==> src/hw/rtl/isl_pkg.sv <==
// shared types and codes for the indexed shift list
`default_nettype none

package isl_pkg;

  typedef enum logic [1:0] {
    ACT_APPEND = 2'd0,
    ACT_INSERT = 2'd1,
    ACT_REMOVE = 2'd2,
    ACT_READ   = 2'd3
  } action_t;

  typedef enum logic [1:0] {
    ST_OK    = 2'd0,
    ST_RANGE = 2'd1,
    ST_FULL  = 2'd2
  } status_t;

  typedef struct packed {
    action_t            action;
    logic [5:0]         position;
    logic signed [31:0] value;
  } req_t;

  typedef struct packed {
    logic signed [31:0] read_value;
    status_t            status;
    logic [6:0]         entry_count;
  } rsp_t;

  // per-cycle command broadcast to every cell, only set for legal actions
  typedef struct packed {
    logic ins;
    logic rem;
    logic app;
  } cell_cmd_t;

endpackage

`default_nettype wire

==> src/hw/rtl/isl_cell.sv <==
// one list slot: holds an entry and trades it with its neighbors
`default_nettype none

module isl_cell #(
  parameter int INDEX = 0,
  parameter int XW    = 7
) (
  input  wire logic               clk,
  input  wire isl_pkg::cell_cmd_t cmd,
  input  wire logic [XW-1:0]      pos,
  input  wire logic [XW-1:0]      cnt,
  input  wire logic signed [31:0] value,
  input  wire logic signed [31:0] from_lower,
  input  wire logic signed [31:0] from_upper,
  output logic signed [31:0]      data,
  output logic signed [31:0]      rd
);
  import isl_pkg::*;

  localparam logic [XW-1:0] ME = XW'(INDEX);

  logic load_new;
  logic take_lower;
  logic take_upper;
  logic signed [31:0] data_next;

  always_comb begin
    load_new   = (cmd.ins && ME == pos) || (cmd.app && ME == cnt);
    take_lower = cmd.ins && ME > pos && ME <= cnt;
    take_upper = cmd.rem && ME >= pos && (ME + XW'(1)) < cnt;
    if (load_new) begin
      data_next = value;
    end else if (take_lower) begin
      data_next = from_lower;
    end else if (take_upper) begin
      data_next = from_upper;
    end else begin
      data_next = data;
    end
  end

  always_ff @(posedge clk) begin
    data <= data_next;
  end

  // drives the shared read bus only when addressed
  assign rd = (ME == pos) ? data : 32'sd0;

endmodule

`default_nettype wire

==> config.mk <==
export PLATFORM = sky130hd
export DESIGN_NAME = isl_cell
export DESIGN_NICKNAME = d
export VERILOG_FILES = /design/src/hw/rtl/isl_pkg.sv /design/src/hw/rtl/isl_cell.sv
export SDC_FILE = /design/constraint.sdc
export NUM_CORES = 1
export LEC_CHECK = 0
export ABC_AREA = 0
export CORE_ASPECT_RATIO = 1.4
export CORE_MARGIN = 2
export CORE_UTILIZATION = 39
export CTS_CLUSTER_DIAMETER = 60
export DETAILED_ROUTE_END_ITERATION = 16
export DONT_BUFFER_PORTS = 1
export PLACE_DENSITY = 0.58
export SYNTH_ARGS = -nofsm -noshare
export SYNTH_HDL_FRONTEND = slang
export SYNTH_SLANG_ARGS = --single-unit
==> constraint.sdc <==
create_clock -name clk -period 2.94 [get_ports clk]
set_input_delay 0.441 -clock clk [delete_from_list [all_inputs] [get_ports clk]]
set_output_delay 0.441 -clock clk [all_outputs]
set_load 0.005 [all_outputs]
==> metrics.txt, run 1 <==
TritonCTS clock tree=yes; setup violators final=0; first-pass GRT wire length=4802 um; initial antenna violation count=0; hold buffer count at CTS=0; final hold violations=0; crit-path max FO=20; Slew HR=0.7651; Regs by FF count=data: 32 flops; drt wl/cell=20.14 um; CTS Buffer Depth=2; combinational share of power=0.054; YS warnings=0; die area=5075 sq um; setup TNS=0 ns; Pwr Density=437.0 nW/um^2; Via Count=981; NetSw=0.1507 mW; ant diodes=0; Final Cell Area=1932 sq um; cells after synthesis=110; chip height=83.50 um; Seq cells post-synth=32; Reg power frac=0.606; Yosys cell types=13; port buffer count=0; CTS resizes=0; Int Pwr=0.6936 mW; DR iter-0 viols=34; Vias/cell=5.542; Peak VDD IR=0.0002173 V; Initial DRT Pass Iterations=4; clk slew on worst S/H paths=0.06 ns; pre-CTS setup slack=0.5812 ns; total grt overflow=0; largest net degree at the start of global routing=21; antenna viol nets, final=0; DP HPWL=2918 um; Switching Fraction=0.1785; crit path kind=input pin to primary output; post-synthesis sequential area ratio=0.5458; highest clock rate=455.8 MHz; Post-Syn Area=1760 sq um; startpoint type of the worst setup path=input pin; CP required=2.50 ns; GP Congestion=0.7358; GRT Total Usage=0.1337; setup bufs post-CTS=0; MaxCap Viol Count=0; # IOs=178; CP arrival=1.75 ns; Least-Margin Pin Slew=0.3498 ns; Final WS setup=0.7461 ns; status=complete, no violations; Core Rows=28; layout cells sized above 1=0.3761; Num CTS Buffers=5; met2 usage in global routing=0.2326; GR peak layer=met2; drt drc=0; Root Buffer=clkbuf_8; H-tree depth=2; fin util=0.4520; die width=60.78 um; Area after DPL=1863 sq um; Lkg Pwr=0.7786 nW; number of global-route vias before repair=983; Worst setup EP type=primary output; HP Class=input pin to register; core area=4274 sq um; register name with the most flops=data; GR Util met3=0.06512; min cycle time layout=2.194 ns; P&R area growth vs syn=9.737%; clock share of power=0.341; CTS sink count=32; fin nets=233; Slew Limit Fails=0; syn avg cell area=16.00 sq um; max reg flops=32; final WL=3564 um; fin crit share=0.7462; syn_nets=224; GR Util met1=0.1257; Final Hold Slack=0.3718 ns; Initial Util=0.4119; RSZ-0062 raised after global routing=false
cells in the mapped netlist:
library cell  instances  share of area
nor3_1                1         0.0028
nand2_1               1         0.0021
buf_6                 3          0.019
inv_1                 1         0.0021
clkbuf_1              3         0.0064
edfxtp_1             32           0.55
or4_1                 2         0.0085
nor4_4                1          0.012
a32oi_4               1          0.016
and2_1               32           0.11
mux2_4               29           0.25
mux2_1                3          0.019
o311ai_0              1         0.0050
final timing paths:
kind      from       to  slack [ns]  depth (start not counted)
max     pos[3]   rd[11]        0.75                          4
min   value[0]  data[0]        0.37                          1
cell families after synthesis:
| group | share of synthesized area |
|---|---|
| compound gates | 0.02061 |
| mux | 0.2665 |
| buf+inv | 0.02771 |
| simple gates | 0.1393 |
| flops | 0.5458 |
per-stage QoR:
| stage | total power [mW] | std cells |
|---|---|---|
| after floorplan | 0.5603 | 110 |
| after global placement | 0.5659 | 172 |
| after detailed placement | 0.5672 | 172 |
| after CTS | 0.8605 | 177 |
| after global routing | 0.8837 | 177 |
| final | 0.8443 | 177 |
layout make-up:
cell class | instances | area (sq um)
sequential | 32 | 960.9
multi-input combinational | 71 | 750.7
fill | 388 | 2342
tap | 60 | 75.07
timing repair buffer | 8 | 72.57
clock buffer | 5 | 68.82
inverter | 1 | 3.754
placed cells by master (no fill, tap or decap):
master    synthesis  final
buf_12            0      1
mux2_4           29     29
or4_1             2      2
nand2_1           1      1
buf_4             0      7
a32oi_4           1      1
edfxtp_1         32     32
clkbuf_8          0      5
o311ai_0          1      1
nor4_4            1      1
nor3_1            1      1
mux2_1            3      3
inv_1             1      1
and2_1           32     32
per-layer routing:
layer,up-vias,share of wire
li1,417,-
met1,455,0.34
met2,103,0.51
met3,6,0.14
met4,0,0.016
met5,-,0
power groups by stage:
stage          sequential, mW  clock, mW  combinational, mW
6_report                0.512      0.287             0.0452
5_1_grt                 0.512      0.323             0.0487
4_1_cts                 0.512      0.303             0.0461
3_5_place_dp            0.521          0             0.0461
3_3_place_gp            0.521          0             0.0447
2_1_floorplan           0.520          0             0.0403
worst max-delay path, stage by stage:
cell and delay (ns):
or4_1 0.56, nor4_4 0.28, buf_4 0.27, and2_1 0.19
No activity file was read; power rests on OpenSTA's default activity.
==> run 2: changes to the inputs <==
--- a/config.mk
+++ b/config.mk
@@ -12,7 +12,7 @@
 export CTS_CLUSTER_DIAMETER = 60
 export DETAILED_ROUTE_END_ITERATION = 16
 export DONT_BUFFER_PORTS = 1
-export PLACE_DENSITY = 0.58
+export PLACE_DENSITY = 0.6
 export SYNTH_ARGS = -nofsm -noshare
 export SYNTH_HDL_FRONTEND = slang
 export SYNTH_SLANG_ARGS = --single-unit
==> constraint.sdc (replaced) <==
create_clock -name clk -period 1.8 [get_ports clk]
set_input_delay 0.27 -clock clk [delete_from_list [all_inputs] [get_ports clk]]
set_output_delay 0.27 -clock clk [all_outputs]
set_load 0.005 [all_outputs]
==> metrics.txt, run 2 (synthesis results as in run 1) <==
status=complete, no violations; drt drc=0 (unchanged); hold path cells=1 (unchanged); Crit path largest cell delay=0.53 ns (-0.03 ns); Peak VDD IR=0.0004062 V (+87%); CTS sink count=32 (unchanged); port buffer count=0 (unchanged); Num CTS Buffers=5 (unchanged); number of global-route vias before repair=965 (-1.8%); TritonCTS clock tree=yes; Initial Util=0.4119 (unchanged); HP Class=input pin to register; initial antenna violation count=0 (unchanged); Lkg Pwr=0.8261 nW (+6.1%); Regs by FF count=data: 32 flops; min cycle time layout=1.773 ns; first-pass GRT wire length=4905 um (+2.1%); Post-Layout Cell Count=184 (+4.0%); chip height=83.50 um (unchanged); crit-path max FO=11 (-45%); max reg flops=32 (unchanged); largest net degree at the start of global routing=23 (+9.5%); register name with the most flops=data; antenna viol nets, final=0 (unchanged); RSZ-0062 raised after global routing=true; die area=5075 sq um (unchanged); most frequent cells in the layout=and2_1 (32), edfxtp_1 (32), mux2_4 (29), clkbuf_8 (5), buf_4 (5); highest clock rate=564.0 MHz; number of fillers in the final layout=365 (-5.9%); CP arrival=1.80 ns (+0.05 ns); Vias/cell=5.255 (-5.2%); startpoint type of the worst setup path=input pin; Hold Path Sink=data[1]; setup violators final=0 (unchanged); worst-path cell chain=or4_4, nor4_4, buf_4, a32oi_4, buf_6, buf_12, mux2_1; P&R area growth vs syn=17.20%; layout cells sized above 1=0.4194 (+0.04329); Slew HR=0.7152 (-0.04990); Root Buffer=clkbuf_8; CTS Buffer Depth=2 (unchanged); Slew Limit Fails=0 (unchanged); total grt overflow=0 (unchanged); H-tree depth=2 (unchanged); ant diodes=0 (unchanged); drt wl/cell=20.30 um (+0.81%); fin crit share=0.9851; # IOs=178 (unchanged); GP Congestion=0.6750 (-8.3%); core area=4274 sq um (unchanged); GRT Total Usage=0.1333 (-0.0004909); area occupied by multi-input gates=783.3 sq um (+4.3%); DP Cell Count=172 (unchanged); Least-Margin Pin Slew=0.4265 ns (+0.07678 ns); Critical Path Slowest Stage Cell=or4_4; CP required=1.82 ns (-0.68 ns); DP HPWL=2897 um (-0.75%); fin nets=237 (+1.7%); Core Rows=28 (unchanged); Initial DRT Pass Iterations=3 (-1); hold_sp=value[1]; clk slew on worst S/H paths=0.06 ns (about the same); register area=960.9 sq um (unchanged); DR iter-0 viols=31 (-8.8%); Via Count=967 (-1.4%); Worst setup EP type=register; final WL=3735 um (+4.8%); Tot Pwr=1.417 mW (+68%); final hold violations=0 (unchanged); Pwr Density=686.9 nW/um^2 (+57%); crit path kind=input pin to register; die width=60.78 um (unchanged); MaxCap Viol Count=0 (unchanged)
## run 2: power breakdown
part           internal (mW)  switching [mW]  total [mW]
combinational         0.0583          0.0204      0.0787
clock                  0.269           0.235       0.503
sequential             0.830         0.00538       0.835
total                   1.16           0.261        1.42
## run 2: per-stage QoR
| stage | hold WS [ns] | setup WS (ns) | TNS, ns | cell area, sq um | util |
|---|---|---|---|---|---|
| 3_3_place_gp | 0.4719 | -0.2848 | -12.94 | 1921 | 0.4494 |
| 5_1_grt | 0.1750 | -0.02559 | -0.3725 | 2063 | 0.4827 |
| 3_5_place_dp | 0.4752 | -0.3396 | -17.39 | 1921 | 0.4494 |
| 4_1_cts | 0.1898 | 0.003596 | 0 | 2019 | 0.4725 |
| 6_report | 0.2034 | 0.02680 | 0 | 2063 | 0.4827 |
| 2_1_floorplan | 0.4709 | -0.1960 | -10.41 | 1797 | - |
## run 2: cell type report
type | instances | area share
timing repair buffer | 12 | 0.07762
multi-input combinational | 71 | 0.3796
sequential | 32 | 0.4657
clock buffer | 7 | 0.03699
tap | 60 | 0.03639
clock inverter | 1 | 0.001819
inverter | 1 | 0.001819
## run 2: worst max-delay path by stage
stage / startpoint / to / slack, ns
2_1_floorplan: pos[3] / data[22] / -0.20
3_3_place_gp: pos[3] / data[20] / -0.28
3_5_place_dp: pos[3] / data[1] / -0.34
4_1_cts: pos[3] / data[1] / 0.004
5_1_grt: pos[3] / data[21] / -0.03
6_report: pos[3] / data[1] / 0.03
## run 2: per-layer routing
layer | vias up | wire length, um | GRT usage
met5 | - | 0 | 0
met4 | 0 | 19 | 0.04150
met3 | 2 | 487 | 0.07597
met2 | 93 | 2031 | 0.2405
met1 | 446 | 1197 | 0.1181
li1 | 426 | - | -
## run 2: repair_timing
action,4_1_cts,5_1_grt
gates resized for setup,1,2
setup buffers,2,0
hold buffers,0,0
endpoints found under the setup margin,48,43
gates cloned,0,2
## run 2: critical path: cells and delay by family
kind / cells / cell delay, ns
AND/OR/NAND/NOR: 2 / 0.66
buffers and inverters: 3 / 0.49
multiplexers: 1 / 0.31
AO/OA/AOI/OAI: 1 / 0.06
